$ cat config.mk
export PLATFORM = sky130hd
export DESIGN_NAME = tgmc_alu
export DESIGN_NICKNAME = d
export VERILOG_FILES = /design/src/rtl/tgmc_pkg.sv /design/src/rtl/tgmc_alu.sv
export SDC_FILE = /design/constraint.sdc
export NUM_CORES = 1
export LEC_CHECK = 0
export ABC_AREA = 0
export BUFFER_PORTS_ARGS = -buffer_cell sky130_fd_sc_hd__buf_4
export CORE_MARGIN = 2
export CORE_UTILIZATION = 50
export DETAILED_ROUTE_END_ITERATION = 8
export PLACE_DENSITY_LB_ADDON = 0.1
export SKIP_LAST_GASP = 1
export SYNTH_ARGS = -nofsm -noshare
export SYNTH_HDL_FRONTEND = slang
export SYNTH_SLANG_ARGS = --single-unit
$ cat constraint.sdc
create_clock -name vclk -period 6.1
set_clock_uncertainty 0.2 [all_clocks]
set_input_delay 1.22 -clock vclk [all_inputs]
set_output_delay 1.22 -clock vclk [all_outputs]
set_load 0.1 [all_outputs]
$ cat src/rtl/tgmc_pkg.sv
// ----------------------------------------------------------------------------
// tgmc_pkg
// Shared types, constants and helpers for the tile grid move clamp.
// ----------------------------------------------------------------------------
package tgmc_pkg;

    localparam int GRID_COLS_DEF = 64;
    localparam int GRID_ROWS_DEF = 64;

    // widths fixed by the item fields
    localparam int POS_W   = 15;
    localparam int SIZE_W  = 12;
    localparam int DELTA_W = 13;
    localparam int LOG_W   = 3;
    localparam int SHIFT_W = 4;
    localparam int ALU_W   = 18;   // covers pos + size + delta and line * tile edge
    localparam int IDX_W   = 10;   // signed tile index after the shift

    localparam int DELTA_MAX = 4095;
    localparam int DELTA_MIN = -4096;

    // command codes
    localparam logic CMD_WRITE = 1'b0;
    localparam logic CMD_CLAMP = 1'b1;

    localparam logic AXIS_H = 1'b0;
    localparam logic AXIS_V = 1'b1;

    localparam logic [LOG_W-1:0] TILE_LOG_RST = 3'd5;
    localparam logic [LOG_W-1:0] TILE_LOG_MIN = 3'd3;
    localparam logic [LOG_W-1:0] TILE_LOG_MAX = 3'd5;

    localparam int  APB_DW          = 32;
    localparam int  APB_AW          = 3;
    localparam logic REG_TILE_SIZE  = 1'b0;   // word index bit of paddr

    typedef logic signed [ALU_W-1:0] t_alu_word;
    typedef logic signed [IDX_W-1:0] t_idx;

    // four-term add handed to the shared unit
    typedef struct packed {
        t_alu_word a;
        t_alu_word b;
        t_alu_word c;
        t_alu_word k;
    } t_alu_op;

    // wall memory control
    typedef struct packed {
        logic clr;   // zero a whole row
        logic wr;    // write one tile bit
        logic rd;    // read a row
    } t_mem_ctl;

    // tile edge log2 -> shift in Q.4 units
    function automatic logic [SHIFT_W-1:0] tile_shift(input logic [LOG_W-1:0] lg);
        logic [LOG_W-1:0] c;
        c = lg;
        if (lg < TILE_LOG_MIN) c = TILE_LOG_MIN;
        if (lg > TILE_LOG_MAX) c = TILE_LOG_MAX;
        return SHIFT_W'(c) + SHIFT_W'(4);
    endfunction

    function automatic logic signed [DELTA_W-1:0] sat_delta(input t_alu_word v);
        logic signed [DELTA_W-1:0] r;
        if (v > t_alu_word'(DELTA_MAX))      r = DELTA_W'(DELTA_MAX);
        else if (v < t_alu_word'(DELTA_MIN)) r = DELTA_W'(DELTA_MIN);
        else                                 r = DELTA_W'(v);
        return r;
    endfunction

endpackage

$ cat src/rtl/tgmc_alu.sv
// ----------------------------------------------------------------------------
// tgmc_alu
// Shared four-term adder with a floor shift to a tile index.
// ----------------------------------------------------------------------------
module tgmc_alu import tgmc_pkg::*; (
    input  t_alu_op              i_op,
    input  logic [SHIFT_W-1:0]   i_shift,
    output t_alu_word            o_sum,
    output t_idx                 o_idx
);

    t_alu_word w_sum;
    t_alu_word w_shr;

    assign w_sum = i_op.a + i_op.b + i_op.c + i_op.k;
    // arithmetic shift is a floor division by the tile edge
    assign w_shr = w_sum >>> i_shift;
    assign o_sum = w_sum;
    assign o_idx = IDX_W'(w_shr);

endmodule

==> flow_summary_export.csv, run 1 <==
group,metric,value,unit
final_layout,fin_cells,629,
timing,min_period_over_period,1.03,
final_layout,fin_nets,686,
placement,gp_congestion,0.976,
setup_path,end_kind,"output pin",
placement,io_buffers,104,
synth,avgSynthCellArea,7.52,um2
setup_path,cp_max_fo,4,
final_layout,fillers,304,
flow_run,drv_cap,0,
timing,finalSetupViolations,10,
synth,synth_nets,516,
setup_path,cp.depth,14,
outcome,violations,"setup timing",
placement,dp_slack,-355,ps
synth,synth_top_area_frac,0.233,
route,detail-route-antenna-nets,0,
worst_hold_path,min_path_type,"input port to output pin",
global_route,grtUsageTotal,0.315,
synth,synth_area_leader_cell,"fa_1",
setup_path,slowest_stage,"fa_1",
final_layout,seq_cell_count,0,
global_route,grt_max_degree,22,
placement,hpwl,8.24,mm
route,drcViolationCount,0,
outcome,status,"complete, but fails checks",
route,viasPerCell,5.78,
setup_path,crit_family,"adder cells",
floorplanning,io_pins,104,
floorplanning,dieArea,0.00648,mm2
synth,yosys_warnings,0,
timing,drv_slew,0,
route,wire_per_inst,16.5,um
floorplanning,num_rows,27,
final_layout,ff_latch_area,0,um2
floorplanning,die_w,80.5,um
route,vias,3637,
timing,hold_violations,0,
global_route,first_global_vias,3656,
route,drt-total-wl,10.4,mm
setup_path,critPathBufInv,3,
synth,syn_inst,389,
placement,placed_cells,620,
final_layout,layout_commonest_cell,"buf_4",
route,first_pass_iters,5,
setup_path,crit_start,"i_op[1]",
timing,timing.fmax,159,MHz
synth,synth_seq_area_share,0,
timing,min_period,6300,ps
synth,netlist_area,0.00293,mm2
setup_path,crit_end,"o_idx[0]",
setup_path,crit_type,"input port to output pin",
floorplanning,fp.dieH,80.5,um
timing,worst_slew_pin_slew,776,ps
timing,slew_headroom,0.482,
global_route,gr-total-overflow,0,
global_route,grt_pass1_wl,16.3,mm
final_layout,drive_gt1_frac,0.452,
global_route,antenna_found_initial,0,
synth,synthDistinctLibCells,64,
timing,rsz0062_at_grt,"true",
floorplanning,core_area,0.00557,mm2
setup_path,cpPeakStageDelay,560,ps
synth,synth_area_leaders,"fa_1 (23%), inv_1 (12%), ha_1 (7.3%), mux4_2 (3.8%), a21oi_1 (3.6%)",
setup_path,arrival,4880,ps
final_layout,antenna_cells,0,
floorplanning,initial_core_util,0.525,
route,drt_iter0_markers,267,
setup_path,worstPathCellList,"buf_6 > fa_1 > fa_1 > ha_2 > fa_2 > a211oi_4 > o21a_1 > buf_4 > xnor2_2 > mux4_2 > or2_1 > a22oi_2 > a22oi_2 > buf_12",
final_layout,area_growth,65.9,%
timing,setup_ws,-205,ps
setup_path,crit_required,4680,ps
final_layout,nClkBuffers,0,
final_layout,final_cell_mix,"buf_4 (173), inv_1 (92), fa_1 (33), nand2_1 (26), nor2_1 (24)",
setup_path,worst_setup_path_start_kind,"input port",
cts,cts_hold_buffers,0,
## per-stage QoR
| step | setup TNS [ps] | instance area, um2 | util | hold WS (ps) |
|---|---|---|---|---|
| 3_5_place_dp | -2520 | 4490 | 0.806 | 2740 |
| 6_report | -1600 | 4850 | 0.871 | 2720 |
| 3_3_place_gp | -1880 | 4490 | 0.806 | 2740 |
| 2_1_floorplan | -10040 | 3160 | - | 2710 |
| 4_1_cts | -1660 | 4730 | 0.848 | 2700 |
| 5_1_grt | -2930 | 4850 | 0.871 | 2730 |
## tightest hold or removal path, delay by kind of cell
kind	cells	cell delay [ps]
buffers and inverters	2	360
AOI/OAI and AO/OA	1	120
## cell usage after synthesis, drive strengths merged (3+ instances only)
library cell   n
a211oi        10
a21o          10
a21oi         24
a221oi         3
a22oi          5
a31oi          5
and2           4
buf            8
clkbuf        10
fa            34
ha            17
inv           95
mux2i          6
mux4           5
nand2         26
nand3          5
nand4          5
nor2          24
nor3           5
o2111ai        4
o211a          3
o211ai         9
o21a           3
o21ai          9
o221ai         4
o22ai          3
or3            3
xnor2         11
xor2           7
## layout make-up
class / count / area [um2] / area share
Inverter: 96 / 360 / 0.0742
Timing Repair Buffer: 186 / 1500 / 0.309
Multi-Input combinational cell: 275 / 2900 / 0.598
Tap cell: 72 / 90.1 / 0.0186
## logic make-up after synthesis
kind of cell    Yosys count  share of synthesized area
compound gates          116                      0.299
buf+inv                 114                      0.151
simple gates             78                      0.123
fa+ha+maj                51                      0.305
xor+xnor                 18                     0.0590
mux                      12                     0.0629
## timing repair
| action | 4_1_cts | 5_1_grt |
|---|---|---|
| buffers inserted | 7 | 4 |
| endpoints found under the setup margin | 11 | 12 |
| pin swaps | 19 | 8 |
| hold endpoints to repair | 0 | 0 |
| resized for setup | 42 | 20 |
## layer usage
layer  up-vias  GRT usage  routed length, um
met3        28    0.00899                573
met2       184      0.619               5620
met5         -          0                  0
met1      1748      0.375               3940
met4         0     0.0695                235
li1       1677          -                  -
## how the worst min path moves through the flow
stage	start	end	slack, ps	cells after the start
floorplan	i_shift[2]	o_idx[8]	2710	2
global placement	i_shift[2]	o_idx[2]	2740	3
detailed placement	i_shift[2]	o_idx[2]	2740	3
CTS	i_shift[2]	o_idx[2]	2700	3
global route	i_shift[2]	o_idx[2]	2730	3
finish	i_shift[2]	o_idx[2]	2720	3
Power of run 1 is left out: the tool's default activity adds up to more than one toggle a clock period on the data nets, which glitch-free logic cannot reach.
==> run 2, diff against run 1 <==
--- a/config.mk
+++ b/config.mk
@@ -8,9 +8,9 @@
 export ABC_AREA = 0
 export BUFFER_PORTS_ARGS = -buffer_cell sky130_fd_sc_hd__buf_4
 export CORE_MARGIN = 2
-export CORE_UTILIZATION = 50
+export CORE_UTILIZATION = 30
 export DETAILED_ROUTE_END_ITERATION = 8
-export PLACE_DENSITY_LB_ADDON = 0.1
+export SETUP_SLACK_MARGIN = 0.4
 export SKIP_LAST_GASP = 1
 export SYNTH_ARGS = -nofsm -noshare
 export SYNTH_HDL_FRONTEND = slang
==> run 2 against run 1 <==
  * The run still ends with setup timing left
  * Utilization fell by 34 points
  * Hold slack got worse by 11 ps
  * Critical path depth fell by 1
  * Critical endpoint is now o_idx[5]
==> flow_summary_export.csv, run 2 (synthesis results as in run 1) <==
group,metric,value,unit
global_route,gr-total-overflow,0,
floorplanning,core_area,0.00964,mm2
route,drcViolationCount,0,
placement,place_area,0.00461,mm2
setup_path,end_kind,"output pin",
route,first_pass_iters,5,
setup_path,crit_required,4680,ps
timing,drv_slew,0,
floorplanning,num_rows,36,
route,drt-total-wl,9.02,mm
timing,setup_ws,-187,ps
floorplanning,die_w,103,um
placement,placed_cells,687,
timing,finalSetupViolations,11,
timing,min_period_over_period,1.03,
setup_path,arrival,4870,ps
final_layout,final_cell_mix,"buf_4 (164), inv_1 (91), fa_1 (33), nand2_1 (25), nor2_1 (23)",
route,vias,3433,
setup_path,worst_setup_path_start_kind,"input port",
final_layout,final_area,0.00513,mm2
timing,timing.fmax,159,MHz
route,detail-route-antenna-nets,0,
final_layout,area_growth,75.3,%
global_route,grt_max_degree,22,
final_layout,seq_cell_count,0,
flow_run,drv_cap,0,
final_layout,layout_commonest_cell,"buf_4",
placement,gp_congestion,0.845,
timing,hold_violations,0,
final_layout,antenna_cells,0,
global_route,antenna_found_initial,0,
floorplanning,io_pins,104,
route,wire_per_inst,12.9,um
global_route,first_global_vias,3428,
setup_path,cp_max_fo,7,
final_layout,fillers,932,
final_layout,drive_gt1_frac,0.470,
global_route,grtUsageTotal,0.174,
placement,dp_slack,-379,ps
final_layout,fin_nets,693,
setup_path,crit_type,"input port to output pin",
timing,min_period,6290,ps
outcome,status,"complete, but fails checks",
floorplanning,initial_core_util,0.303,
timing,timing.setup.tns,-1420,ps
worst_hold_path,min_path_type,"input port to output pin",
final_layout,fin_cells,697,
floorplanning,dieArea,0.0106,mm2
placement,io_buffers,104,
timing,slew_headroom,0.499,
global_route,grt_pass1_wl,15.3,mm
timing,rsz0062_at_grt,"true",
final_layout,ff_latch_area,0,um2
floorplanning,fp.dieH,103,um
cts,cts_hold_buffers,0,
timing,worst_slew_pin_slew,750,ps
placement,hpwl,7.54,mm
route,drt_iter0_markers,107,
route,viasPerCell,4.93,
final_layout,nClkBuffers,0,
outcome,violations,"setup timing",
==> run 2: cell types whose count changed in the layout (fill, tap and decap cells not counted), sizes merged <==
cell and change:
buf +7
==> run 2: worst paths after layout <==
kind                       start        to  slack [ps]  cells past startpoint
worst min-delay path  i_shift[2]  o_idx[2]        2710                      3
worst max-delay path     i_op[1]  o_idx[5]        -190                     13
==> run 2: critical path, cell delays in order <==
cell and delay (ps):
buf_6 90, fa_1 560, fa_1 430, ha_2 210, fa_2 370, a211oi_4 250, o211a_1 220, o41a_1 310
buf_4 180, a21oi_4 60, xor2_4 220, mux4_2 540, buf_12 190
==> run 2: layout make-up <==
class	instances	area [um2]	share of cell area
Inverter	96	360	0.0703
Timing Repair Buffer	193	1690	0.329
Tap cell	133	166	0.0325
Multi-Input combinational cell	275	2910	0.568
==> run 2: metal layers <==
metal | share of wire | up-vias | GRT usage
met5 | 0 | - | 0
met4 | 0.0025 | 0 | 0.00810
met3 | 0.055 | 2 | 0.0102
met2 | 0.50 | 115 | 0.318
met1 | 0.44 | 1630 | 0.239
li1 | - | 1686 | -
==> run 2: repair_timing <==
action / in CTS / in global routing
setup endpoints to repair: 17 / 19
pin swaps: 16 / 23
gates cloned: 0 / 0
setup buffers: 4 / 6
resized for setup: 49 / 51
==> run 2: through the flow <==
| stage | hold slack (ps) | utilization |
|---|---|---|
| global route | 2730 | 0.532 |
| floorplan | 2710 | - |
| detailed placement | 2750 | 0.479 |
| global placement | 2740 | 0.479 |
| CTS | 2710 | 0.505 |
| finish | 2710 | 0.532 |
Power of run 2 is left out for the same reason.
==> run 3, diff against run 2 <==
==> constraint.sdc (replaced) <==
create_clock -name vclk -period 6.1
set_clock_uncertainty 0.2 [all_clocks]
set_input_delay 0 -clock vclk [all_inputs]
set_output_delay 0 -clock vclk [all_outputs]
set_load 0.1 [all_outputs]
==> run 3 against run 2 <==
  * Fmax rose by 48%
  * The run now ends clean
  * Critical path type unchanged
  * Largest cell class unchanged
  * Utilization fell by 14 points
  * Setup slack improved by 2000 ps
  * Via count fell by 9.3%
  * Critical endpoint unchanged
  * Die area did not move
  * Non-clock buffer count fell by 89
  * Clock-buffer cell count did not move
==> flow_summary_export.csv, run 3 (synthesis results as in run 1) <==
group,metric,value,unit
timing,finalSetupViolations,0,
timing,slew_headroom,0.537,
floorplanning,io_pins,104,
setup_path,cp_max_fo,5,
worst_hold_path,min_to,"o_sum[0]",
floorplanning,num_rows,36,
timing,min_period_over_period,0.698,
final_layout,fin_nets,604,
route,viasPerCell,5.12,
setup_path,crit_top_cell,"fa_1",
timing,timing.setup.tns,0,ps
final_layout,drive_gt1_frac,0.267,
route,wire_per_inst,13.7,um
setup_path,crit_start,"i_op[1]",
final_layout,ff_latch_area,0,um2
global_route,grtUsageTotal,0.161,
cts,post_cts_buffers,0,
setup_path,cpPeakStageDelay,560,ps
placement,hpwl,7.03,mm
timing,worst_slew_pin_slew,693,ps
floorplanning,initial_core_util,0.303,
floorplanning,fp.dieH,103,um
final_layout,final_cell_mix,"buf_4 (104), inv_1 (95), fa_1 (34), nand2_1 (26), nor2_1 (24)",
timing,timing.fmax,235,MHz
route,drt_iter0_markers,200,
placement,io_buffers,104,
floorplanning,dieArea,0.0106,mm2
global_route,grt_max_degree,22,
outcome,status,"finished, final reports clean",
global_route,antenna_found_initial,0,
flow_run,drv_cap,0,
timing,hold_violations,0,
cts,ctsResizeCount,0,
final_layout,layout_commonest_cell,"buf_4",
route,first_pass_iters,5,
setup_path,crit_type,"input port to output pin",
floorplanning,die_w,103,um
setup_path,arrival,4060,ps
placement,gp_congestion,0.880,
final_layout,antenna_cells,0,
timing,drv_slew,0,
final_layout,nClkBuffers,0,
route,vias,3115,
worst_hold_path,min_path_type,"input port to output pin",
global_route,grt_pass1_wl,14.1,mm
cts,cts_hold_buffers,0,
setup_path,crit_required,5900,ps
global_route,gr-total-overflow,0,
setup_path,end_kind,"output pin",
setup_path,worst_setup_path_start_kind,"input port",
setup_path,slowest_stage,"fa_1",
global_route,first_global_vias,3027,
route,drcViolationCount,0,
final_layout,seq_cell_count,0,
floorplanning,core_area,0.00964,mm2
route,detail-route-antenna-nets,0,
worst_hold_path,min_from,"i_op[54]",
timing,rsz0062_at_grt,"false",
timing,min_period,4260,ps
final_layout,area_growth,30.8,%
setup_path,worstPathCellList,"buf_4 > fa_1 > fa_1 > ha_1 > fa_1 > a211oi_2 > o21ai_0 > a21oi_1 > xor2_1 > a22oi_1 > o211a_1 > mux4_2 > buf_4",
route,drt-total-wl,8.33,mm
worst_hold_path,hold_depth,3,
run 3: cell count changes in the layout (fill, tap and decap cells not counted), sizes merged:
cell / previous run / this run
buf: 193 / 104
run 3: stage by stage:
step,area [um2],cells,setup WS [ps],hold WS (ps),utilization
after floorplan,2960,389,125,330,-
after global placement,3820,608,2020,305,0.397
after detailed placement,3820,608,1900,300,0.397
after CTS,3820,608,1880,301,0.397
after global routing,3820,608,1580,321,0.397
final,3820,608,1840,304,0.397
run 3: how the worst max path moves through the flow:
stage                           to  slack [ps]  cells past startpoint
after floorplan           o_idx[4]         130                     12
after global placement    o_idx[5]        2020                     13
after detailed placement  o_idx[5]        1900                     13
after CTS                 o_idx[5]        1880                     13
after global routing      o_idx[5]        1580                     13
final                     o_idx[5]        1840                     13
run 3: routing by layer:
metal	wire length, um	global-route usage
met1	3760	0.223
met3	483	0.00475
met2	4060	0.291
met5	0	0
met4	18	0.0121
run 3: layout make-up:
class / count / area [um2]
Fill cell: 1057 / 5810
Multi-Input combinational cell: 275 / 2520
Timing Repair Buffer: 104 / 781
Inverter: 96 / 360
Tap cell: 133 / 166
run 3: critical path, delay by kind of cell:
kind            cells  cell delay, ps
fa+ha+maj           4            1660
compound gates      5            1210
buf+inv             2             360
xor+xnor            1             360
mux                 1             460
Power of run 3 is left out for the same reason.
